`src/design/lwc_pkg.sv`:
```
// ----------------------------------------------------------------------------
// lwc_pkg
// Shared types, constants and helper functions for the line window clipper.
// ----------------------------------------------------------------------------
package lwc_pkg;

  localparam int CW          = 16;            // coordinate width
  localparam int DW          = CW + 1;        // width of coordinate differences
  localparam int PW          = 2 * DW;        // width of the |a|*|b| product
  localparam int CLIP_PASSES = 8;
  localparam int PASS_W      = $clog2(CLIP_PASSES + 1);
  localparam int BIT_W       = $clog2(PW + 1);

  localparam logic [3:0] OC_LEFT   = 4'b0001;
  localparam logic [3:0] OC_RIGHT  = 4'b0010;
  localparam logic [3:0] OC_BOTTOM = 4'b0100;
  localparam logic [3:0] OC_TOP    = 4'b1000;

  localparam logic [1:0] REG_LEFT   = 2'd0;
  localparam logic [1:0] REG_BOTTOM = 2'd1;
  localparam logic [1:0] REG_RIGHT  = 2'd2;
  localparam logic [1:0] REG_TOP    = 2'd3;

  typedef struct packed {
    logic signed [CW-1:0] left;
    logic signed [CW-1:0] bottom;
    logic signed [CW-1:0] right;
    logic signed [CW-1:0] top;
  } win_t;

  typedef struct packed {
    logic signed [CW-1:0] sx;
    logic signed [CW-1:0] sy;
    logic signed [CW-1:0] ex;
    logic signed [CW-1:0] ey;
    logic signed [DW-1:0] dx;
    logic signed [DW-1:0] dy;
    logic [3:0]           oc0;
    logic [3:0]           oc1;
  } job_t;

  typedef enum logic [2:0] {
    ST_IDLE,
    ST_DECIDE,
    ST_MUL,
    ST_DIV,
    ST_UPDATE
  } back_state_t;

  function automatic logic [3:0] outcode(input logic signed [CW-1:0] x,
                                         input logic signed [CW-1:0] y,
                                         input win_t w);
    logic [3:0] c;
    c = 4'b0000;
    if (y > w.top)    c = c | OC_TOP;
    if (y < w.bottom) c = c | OC_BOTTOM;
    if (x > w.right)  c = c | OC_RIGHT;
    if (x < w.left)   c = c | OC_LEFT;
    return c;
  endfunction

  function automatic logic [DW-1:0] magnitude(input logic signed [DW-1:0] v);
    return v[DW-1] ? DW'(-v) : DW'(v);
  endfunction

  function automatic logic signed [CW-1:0] clamp(input logic signed [PW+2:0] v);
    logic signed [PW+2:0] hi;
    logic signed [PW+2:0] lo;
    hi = (PW+3)'((1 << (CW - 1)) - 1);
    lo = -hi - (PW+3)'(1);
    if (v > hi) return CW'(hi);
    if (v < lo) return CW'(lo);
    return v[CW-1:0];
  endfunction

endpackage

```
`src/design/line_window_clipper.sv`:
```
// ----------------------------------------------------------------------------
// line_window_clipper
// Clips line segments against a rectangular window held in four registers.
// ----------------------------------------------------------------------------
// A segment beat is taken into a two-entry queue whenever the queue has
// room. The clipping sequencer then handles one segment at a time: an idle
// and a decision state, then, for every end point it moves onto a window
// edge, a multiply state, the bit-serial divider, an update state and one
// more decision, with 0 to 8 moves per segment. The result waits in an
// output register, so the next segment starts while it is unread.
// Write the window registers only while no segment is in flight.
module line_window_clipper (
  input  logic                     clk,
  input  logic                     rst,
  input  logic                     cfg_we,
  input  logic [1:0]               cfg_index,
  input  logic [lwc_pkg::CW-1:0]   cfg_data,
  input  logic                     s_tvalid,
  output logic                     s_tready,
  input  logic [4*lwc_pkg::CW-1:0] s_tdata,  // start_x, start_y, end_x, end_y
  output logic                     m_tvalid,
  input  logic                     m_tready,
  // clipped_start_x, clipped_start_y, clipped_end_x, clipped_end_y
  output logic [4*lwc_pkg::CW-1:0] m_tdata,
  output logic                     m_tuser   // visible
);

  lwc_pkg::win_t win;
  lwc_pkg::job_t front_job;
  lwc_pkg::job_t q_job;
  logic          q_full;
  logic          q_valid;
  logic          q_pop;

  always_ff @(posedge clk) begin
    if (rst) begin
      win.left   <= '0;
      win.bottom <= '0;
      win.right  <= lwc_pkg::CW'(639);
      win.top    <= lwc_pkg::CW'(479);
    end else if (cfg_we) begin
      case (cfg_index)
        lwc_pkg::REG_LEFT:   win.left   <= cfg_data;
        lwc_pkg::REG_BOTTOM: win.bottom <= cfg_data;
        lwc_pkg::REG_RIGHT:  win.right  <= cfg_data;
        lwc_pkg::REG_TOP:    win.top    <= cfg_data;
        default: ;
      endcase
    end
  end

  assign s_tready = !q_full;

  lwc_front u_front (
    .tdata (s_tdata),
    .win   (win),
    .job   (front_job)
  );

  lwc_queue u_queue (
    .clk       (clk),
    .rst       (rst),
    .push      (s_tvalid && s_tready),
    .push_job  (front_job),
    .full      (q_full),
    .pop       (q_pop),
    .not_empty (q_valid),
    .pop_job   (q_job)
  );

  lwc_back u_back (
    .clk      (clk),
    .rst      (rst),
    .win      (win),
    .q_valid  (q_valid),
    .q_job    (q_job),
    .q_pop    (q_pop),
    .m_tvalid (m_tvalid),
    .m_tready (m_tready),
    .m_tdata  (m_tdata),
    .m_tuser  (m_tuser)
  );

`ifndef SYNTHESIS
  a_hidden_zero: assert property (@(posedge clk) disable iff (rst)
    m_tvalid && !m_tuser |-> m_tdata == '0)
    else $error("hidden segment with nonzero coordinates");

  a_visible_x_inside: assert property (@(posedge clk) disable iff (rst)
    m_tvalid && m_tuser |->
      $signed(m_tdata[lwc_pkg::CW-1:0]) >= win.left &&
      $signed(m_tdata[lwc_pkg::CW-1:0]) <= win.right)
    else $error("visible start point outside window in x");

  a_no_pop_empty: assert property (@(posedge clk) disable iff (rst)
    q_pop |-> q_valid)
    else $error("queue popped while empty");
`endif

endmodule

```
`src/design/lwc_front.sv`:
```
// ----------------------------------------------------------------------------
// lwc_front
// Unpacks an incoming segment and classifies its end points against the window.
// ----------------------------------------------------------------------------
module lwc_front (
  input  logic [4*lwc_pkg::CW-1:0] tdata,
  input  lwc_pkg::win_t            win,
  output lwc_pkg::job_t            job
);

  logic signed [lwc_pkg::CW-1:0] sx, sy, ex, ey;

  assign sx = tdata[lwc_pkg::CW-1:0];
  assign sy = tdata[2*lwc_pkg::CW-1:lwc_pkg::CW];
  assign ex = tdata[3*lwc_pkg::CW-1:2*lwc_pkg::CW];
  assign ey = tdata[4*lwc_pkg::CW-1:3*lwc_pkg::CW];

  always_comb begin
    job.sx  = sx;
    job.sy  = sy;
    job.ex  = ex;
    job.ey  = ey;
    job.dx  = lwc_pkg::DW'(ex) - lwc_pkg::DW'(sx);
    job.dy  = lwc_pkg::DW'(ey) - lwc_pkg::DW'(sy);
    job.oc0 = lwc_pkg::outcode(sx, sy, win);
    job.oc1 = lwc_pkg::outcode(ex, ey, win);
  end

endmodule

```
`src/design/lwc_queue.sv`:
```
// ----------------------------------------------------------------------------
// lwc_queue
// Two-entry queue of classified segments between the front and back parts.
// ----------------------------------------------------------------------------
module lwc_queue (
  input  logic          clk,
  input  logic          rst,
  input  logic          push,
  input  lwc_pkg::job_t push_job,
  output logic          full,
  input  logic          pop,
  output logic          not_empty,
  output lwc_pkg::job_t pop_job
);

  lwc_pkg::job_t entries [2];
  logic          wr_ptr;
  logic          rd_ptr;
  logic [1:0]    count;

  assign full      = (count == 2'd2);
  assign not_empty = (count != 2'd0);
  assign pop_job   = entries[rd_ptr];

  always_ff @(posedge clk) begin
    if (push) begin
      entries[wr_ptr] <= push_job;
    end
  end

  always_ff @(posedge clk) begin
    if (rst) begin
      wr_ptr <= 1'b0;
      rd_ptr <= 1'b0;
      count  <= 2'd0;
    end else begin
      if (push) wr_ptr <= ~wr_ptr;
      if (pop)  rd_ptr <= ~rd_ptr;
      count <= count + 2'(push) - 2'(pop);
    end
  end

endmodule

```
`src/design/lwc_back.sv`:
```
// ----------------------------------------------------------------------------
// lwc_back
// Clipping sequencer: moves outside end points onto window edges using one
// multiply and a bit-serial restoring divide per move, then emits the result.
// ----------------------------------------------------------------------------
module lwc_back (
  input  logic                     clk,
  input  logic                     rst,
  input  lwc_pkg::win_t            win,
  input  logic                     q_valid,
  input  lwc_pkg::job_t            q_job,
  output logic                     q_pop,
  output logic                     m_tvalid,
  input  logic                     m_tready,
  output logic [4*lwc_pkg::CW-1:0] m_tdata,
  output logic                     m_tuser
);

  localparam int CW = lwc_pkg::CW;
  localparam int DW = lwc_pkg::DW;
  localparam int PW = lwc_pkg::PW;

  lwc_pkg::back_state_t state, state_next;

  logic signed [CW-1:0] ex, ey;
  logic signed [DW-1:0] dx, dy;
  logic signed [CW-1:0] px [2];
  logic signed [CW-1:0] py [2];
  logic [3:0]           oc [2];
  logic [lwc_pkg::PASS_W-1:0] pass;

  logic                 sel_w;
  logic                 is_x;
  logic signed [CW-1:0] edge_val;
  logic                 neg;
  logic [DW-1:0]        ma, mb, md;
  logic [PW-1:0]        dq;
  logic [DW-1:0]        rem;
  logic [lwc_pkg::BIT_W-1:0] bitcnt;

  // Decision logic for the current pass.
  logic                 both_in, reject, degen, finish;
  logic                 w_c;
  logic [3:0]           c;
  logic                 xedge;
  logic signed [CW-1:0] edge_c;
  logic signed [DW-1:0] a_c, b_c, d_c;
  logic                 out_free;
  logic                 load_out;
  logic [DW:0]          r2;
  logic signed [PW+2:0] sq, base, val;
  logic signed [CW-1:0] new_coord;
  logic signed [CW-1:0] nx, ny;

  always_comb begin
    both_in = ((oc[0] | oc[1]) == 4'b0000);
    reject  = ((oc[0] & oc[1]) != 4'b0000) ||
              (pass == lwc_pkg::PASS_W'(lwc_pkg::CLIP_PASSES));
    w_c     = (oc[0] == 4'b0000);
    c       = w_c ? oc[1] : oc[0];
    xedge   = ((c & (lwc_pkg::OC_LEFT | lwc_pkg::OC_RIGHT)) != 4'b0000);
    degen   = xedge ? (dx == '0) : (dy == '0);
    finish  = both_in || reject || degen;
    if (xedge) begin
      edge_c = ((c & lwc_pkg::OC_LEFT) != 4'b0000) ? win.left : win.right;
      a_c    = dy;
      b_c    = DW'(ex) - DW'(edge_c);
      d_c    = dx;
    end else begin
      edge_c = ((c & lwc_pkg::OC_BOTTOM) != 4'b0000) ? win.bottom : win.top;
      a_c    = dx;
      b_c    = DW'(ey) - DW'(edge_c);
      d_c    = dy;
    end
  end

  assign out_free = !m_tvalid || m_tready;

  // Next state.
  always_comb begin
    state_next = state;
    unique case (state)
      lwc_pkg::ST_IDLE:   if (q_valid) state_next = lwc_pkg::ST_DECIDE;
      lwc_pkg::ST_DECIDE: begin
        if (finish) begin
          if (out_free) state_next = lwc_pkg::ST_IDLE;
        end else begin
          state_next = lwc_pkg::ST_MUL;
        end
      end
      lwc_pkg::ST_MUL:    state_next = lwc_pkg::ST_DIV;
      lwc_pkg::ST_DIV: begin
        if (bitcnt == lwc_pkg::BIT_W'(PW - 1)) state_next = lwc_pkg::ST_UPDATE;
      end
      lwc_pkg::ST_UPDATE: state_next = lwc_pkg::ST_DECIDE;
      default:            state_next = lwc_pkg::ST_IDLE;
    endcase
  end

  // Control outputs.
  always_comb begin
    q_pop    = 1'b0;
    load_out = 1'b0;
    unique case (state)
      lwc_pkg::ST_IDLE:   q_pop    = q_valid;
      lwc_pkg::ST_DECIDE: load_out = finish && out_free;
      default: ;
    endcase
  end

  assign r2 = {rem, dq[PW-1]};

  // Signed quotient, applied to the original end point and clamped.
  always_comb begin
    sq        = neg ? -(PW+3)'(dq) : (PW+3)'(dq);
    base      = is_x ? (PW+3)'(ey) : (PW+3)'(ex);
    val       = base - sq;
    new_coord = lwc_pkg::clamp(val);
    nx        = is_x ? edge_val : new_coord;
    ny        = is_x ? new_coord : edge_val;
  end

  always_ff @(posedge clk) begin
    if (rst) begin
      state <= lwc_pkg::ST_IDLE;
    end else begin
      state <= state_next;
    end
  end

  always_ff @(posedge clk) begin
    unique case (state)
      lwc_pkg::ST_IDLE: begin
        ex    <= q_job.ex;
        ey    <= q_job.ey;
        dx    <= q_job.dx;
        dy    <= q_job.dy;
        px[0] <= q_job.sx;
        py[0] <= q_job.sy;
        px[1] <= q_job.ex;
        py[1] <= q_job.ey;
        oc[0] <= q_job.oc0;
        oc[1] <= q_job.oc1;
        pass  <= '0;
      end
      lwc_pkg::ST_DECIDE: begin
        sel_w    <= w_c;
        is_x     <= xedge;
        edge_val <= edge_c;
        neg      <= a_c[DW-1] ^ b_c[DW-1] ^ d_c[DW-1];
        ma       <= lwc_pkg::magnitude(a_c);
        mb       <= lwc_pkg::magnitude(b_c);
        md       <= lwc_pkg::magnitude(d_c);
      end
      lwc_pkg::ST_MUL: begin
        dq     <= PW'(ma) * PW'(mb);
        rem    <= '0;
        bitcnt <= '0;
      end
      lwc_pkg::ST_DIV: begin
        if (r2 >= {1'b0, md}) begin
          rem <= DW'(r2 - {1'b0, md});
          dq  <= {dq[PW-2:0], 1'b1};
        end else begin
          rem <= r2[DW-1:0];
          dq  <= {dq[PW-2:0], 1'b0};
        end
        bitcnt <= bitcnt + lwc_pkg::BIT_W'(1);
      end
      lwc_pkg::ST_UPDATE: begin
        px[sel_w] <= nx;
        py[sel_w] <= ny;
        oc[sel_w] <= lwc_pkg::outcode(nx, ny, win);
        pass      <= pass + lwc_pkg::PASS_W'(1);
      end
      default: ;
    endcase
  end

  // Output register; a hidden segment carries zero coordinates.
  always_ff @(posedge clk) begin
    if (rst) begin
      m_tvalid <= 1'b0;
    end else if (load_out) begin
      m_tvalid <= 1'b1;
    end else if (m_tready) begin
      m_tvalid <= 1'b0;
    end
  end

  always_ff @(posedge clk) begin
    if (load_out) begin
      m_tuser <= both_in;
      m_tdata <= both_in ? {py[1], px[1], py[0], px[0]} : '0;
    end
  end

endmodule

```
`config.mk`:
```
export PLATFORM = sky130hd
export DESIGN_NAME = line_window_clipper
export DESIGN_NICKNAME = d
export VERILOG_FILES = /design/src/design/lwc_pkg.sv /design/src/design/line_window_clipper.sv /design/src/design/lwc_front.sv /design/src/design/lwc_queue.sv /design/src/design/lwc_back.sv
export SDC_FILE = /design/constraint.sdc
export NUM_CORES = 2
export LEC_CHECK = 0
export ABC_AREA = 0
export ABC_CLOCK_PERIOD_IN_PS = 12790
export BUFFER_PORTS_ARGS = -buffer_cell sky130_fd_sc_hd__buf_2
export CORE_ASPECT_RATIO = 1.5
export CORE_MARGIN = 10
export CORE_UTILIZATION = 57
export DETAILED_ROUTE_END_ITERATION = 7
export PLACE_DENSITY = 0.73
export SYNTH_ARGS = -nofsm -noshare
export SYNTH_HDL_FRONTEND = slang
export SYNTH_SLANG_ARGS = --single-unit
```
`constraint.sdc`:
```
create_clock -name clk -period 12.79 [get_ports clk]
set_input_delay 1.9185 -clock clk [delete_from_list [all_inputs] [get_ports clk]]
set_output_delay 1.9185 -clock clk [all_outputs]
set_load 0.01 [all_outputs]
```
==> results.md <==
- Status: finished clean
- CTS Hold Buffers Added: 0
- Commonest non-fill, non-tap cell in the layout: edfxtp_1
- Most Frequent Cell on Critical Path: a21oi_1
- Syn Area/Cell: 10.3 sq um
- Startpoint types: register
- FMAX: about 120 MHz
- # resized after CTS: 0
- Site row count: 127
- Crit path capture: u_back.oc[0][2]
- Worst skew pair latency: roughly 0.69 ns
- Largest cells by area after synthesis: edfxtp_1, ha_1, fa_1
- Vias post-DR: 33544
- H-tree levels: 2
- Maximum number of pins on one net before global-route repair: 74
- Die H: 366 um
- Fin Clk Skew: 0.0293 ns
- Final WL: 139 mm
- Max-Cap Viols: 0
- Setup CP Type: reg2reg
- Top-area cell type share of the netlist area: 36.0%
- Synth cell types: 86
- Clock sink total: ~620
- FF-to-FF setup slack: 4.18 ns
- Sequential fraction of the synthesis area: 39.2%
- Area grow syn2layout: 8.08%
- Most used flip-flop cell after synthesis: edfxtp_1
- Commonest non-fill, non-tap cells in the layout: edfxtp_1, nand2_1, inv_1, ha_1, a21oi_1
- Slowest stage cell on the critical path: a21oi_1
- Core area: 0.0796 sq mm
- Port buffer count: 153
- Wire per inst: approximately 25 um
- Clk root buf: clkbuf_16
- Post-Syn Area: 0.0456 sq mm
- DP HPWL: 110 mm
- Yosys reg bits: 619
- CP Capture Type: register
- Final Cycle Share: 67.3%
- Required time of the worst setup path: 13.32 ns
- Worst-path fanout max: 16
- CP peak stage delay: slightly below 0.9 ns
- Synth async-reset ratio: 0%
- DRC Markers: 0
- Worst rel slew slack: 22.0%
- Worst slew pin tran: 1.17 ns
- Post-Synthesis Cells: 4407
- Post-synth EDFFs: 546
- Clk slew on worst S/H paths: around 0.07 ns
- Initial antenna violation count: 6
- Worst reg2reg startpoint: u_back.dq[6]
- Die X: approximately 250 um
- I/O Pins: ~150
- Final hold vios: 0
- Slew Viols, Final: 0
- Cts bufs inserted: 59
- Final setup fails: 0
- Nets: 5224
- Wire length of the first global-routing pass: 209 mm
- Final min period: 8.61 ns
- Pre-Repair DR Iteration Count: 5
- Remaining global-route overflow: 0
- FF-to-FF path depth: 25
- Hold Path Class: reg2reg
- Setup_tns: 0 ns
- Initial Utilization: 57.3%
- CP Data Arrival Time: 9.15 ns
- GP Congestion: 1.00
- Syn_nets: 5146
- R2r endpoint: u_back.oc[0][2]
- CTS max path bufs: 3
- Largest area contributor in the netlist: edfxtp_1
- TritonCTS clock tree: done
- CP startpoint: u_back.dq[6]
- Die ar.: 0.0919 sq mm
- Post-DR vias/cell: 6.02
- Layout cell share with drive strength beyond 1: between 9 and 10%
- Unrepaired setup endpoints after global routing: no
- Synth Warn #: 0
- Post-layout util: 61.9%
- DR iter-0 viols: approximately 2700
- Post-DRT Antenna Nets: 0
- Global Route Usage Sum: between 30% and 40%
- Post-CTS Setup Bufs: 0
- Vias in the first global route: 34112
[cell families after synthesis]
family | synth area share [%]
flops | 39.2
buf+inv | 5.11
simple gates | 14.0
xor+xnor | 3.82
mux | 4.85
compound gates | 11.4
fa+ha+maj | 21.7
[metrics by stage]
step / setup WS [ns] / instance area [sq um] / hold WS (ns) / cells
2_1_floorplan: 5.23 / 45600 / 0.436 / 4407
5_1_grt: 3.55 / 49300 / 0.472 / 5567
3_5_place_dp: 4.21 / 47300 / 0.446 / 5456
6_report: 4.18 / 49300 / 0.456 / 5570
3_3_place_gp: 4.44 / 47300 / 0.442 / 5456
4_1_cts: 4.17 / 49300 / 0.456 / 5566
[worst max-delay path, delay by kind of cell, from the launching register on]
kind            cells  cell delay, ns
compound gates     13            4.26
flops               1            0.45
simple gates        8            2.54
fa+ha+maj           2            0.74
xor+xnor            2            0.46
[worst min path at each step]
| stage | startpoint | end | cells past startpoint |
|---|---|---|---|
| floorplan | win[49] | win[49] | 2 |
| global placement | win[63] | win[63] | 2 |
| detailed placement | win[63] | win[63] | 2 |
| CTS | win[63] | win[63] | 2 |
| global route | win[54] | win[54] | 2 |
| finish | win[57] | win[57] | 2 |
[state kept, by name, summed over array words and instances, names as in the netlist, 32 cells and up, named ones only]
register	flops
u_back.dq	34
u_back.m_tdata	64
u_back.px	32
u_back.py	32
u_queue.entries	212
win	64
[routing by layer]
layer,vias to the layer above,track usage (%),share of wire [%]
li1,15552,-,-
met1,16461,32.3,36
met2,1109,53.2,50
met3,414,4.21,5.0
met4,8,21.8,8.7
met5,-,0,0.029
[cell usage after synthesis (33+ instances only)]
| cell type | instances |
|---|---|
| a211oi_1 | 39 |
| a21o_1 | 75 |
| a21oi_1 | 285 |
| and2_1 | 168 |
| clkbuf_1 | 150 |
| dfxtp_1 | 73 |
| edfxtp_1 | 546 |
| fa_1 | 230 |
| ha_1 | 422 |
| inv_1 | 447 |
| mux2_2 | 103 |
| mux2i_1 | 105 |
| nand2_1 | 485 |
| nand2b_1 | 49 |
| nand3_1 | 57 |
| nand4_1 | 50 |
| nor2_1 | 240 |
| nor2b_1 | 76 |
| nor3_1 | 72 |
| o21a_1 | 33 |
| o21ai_0 | 168 |
| xnor2_1 | 106 |
| xor2_1 | 93 |
[cell type report]
class	instances	area [sq um]
Fill cell	6567	30300
Multi-Input combinational cell	3172	25500
Sequential cell	619	17900
Inverter	448	1680
Clock buffer	79	1630
Tap cell	1032	1290
Timing Repair Buffer	185	1010
Clock inverter	31	322
Antenna cell	4	10.0
Power is left out: the tool's default activity adds up to more than one toggle a clock period on the data nets, which glitch-free logic cannot reach.
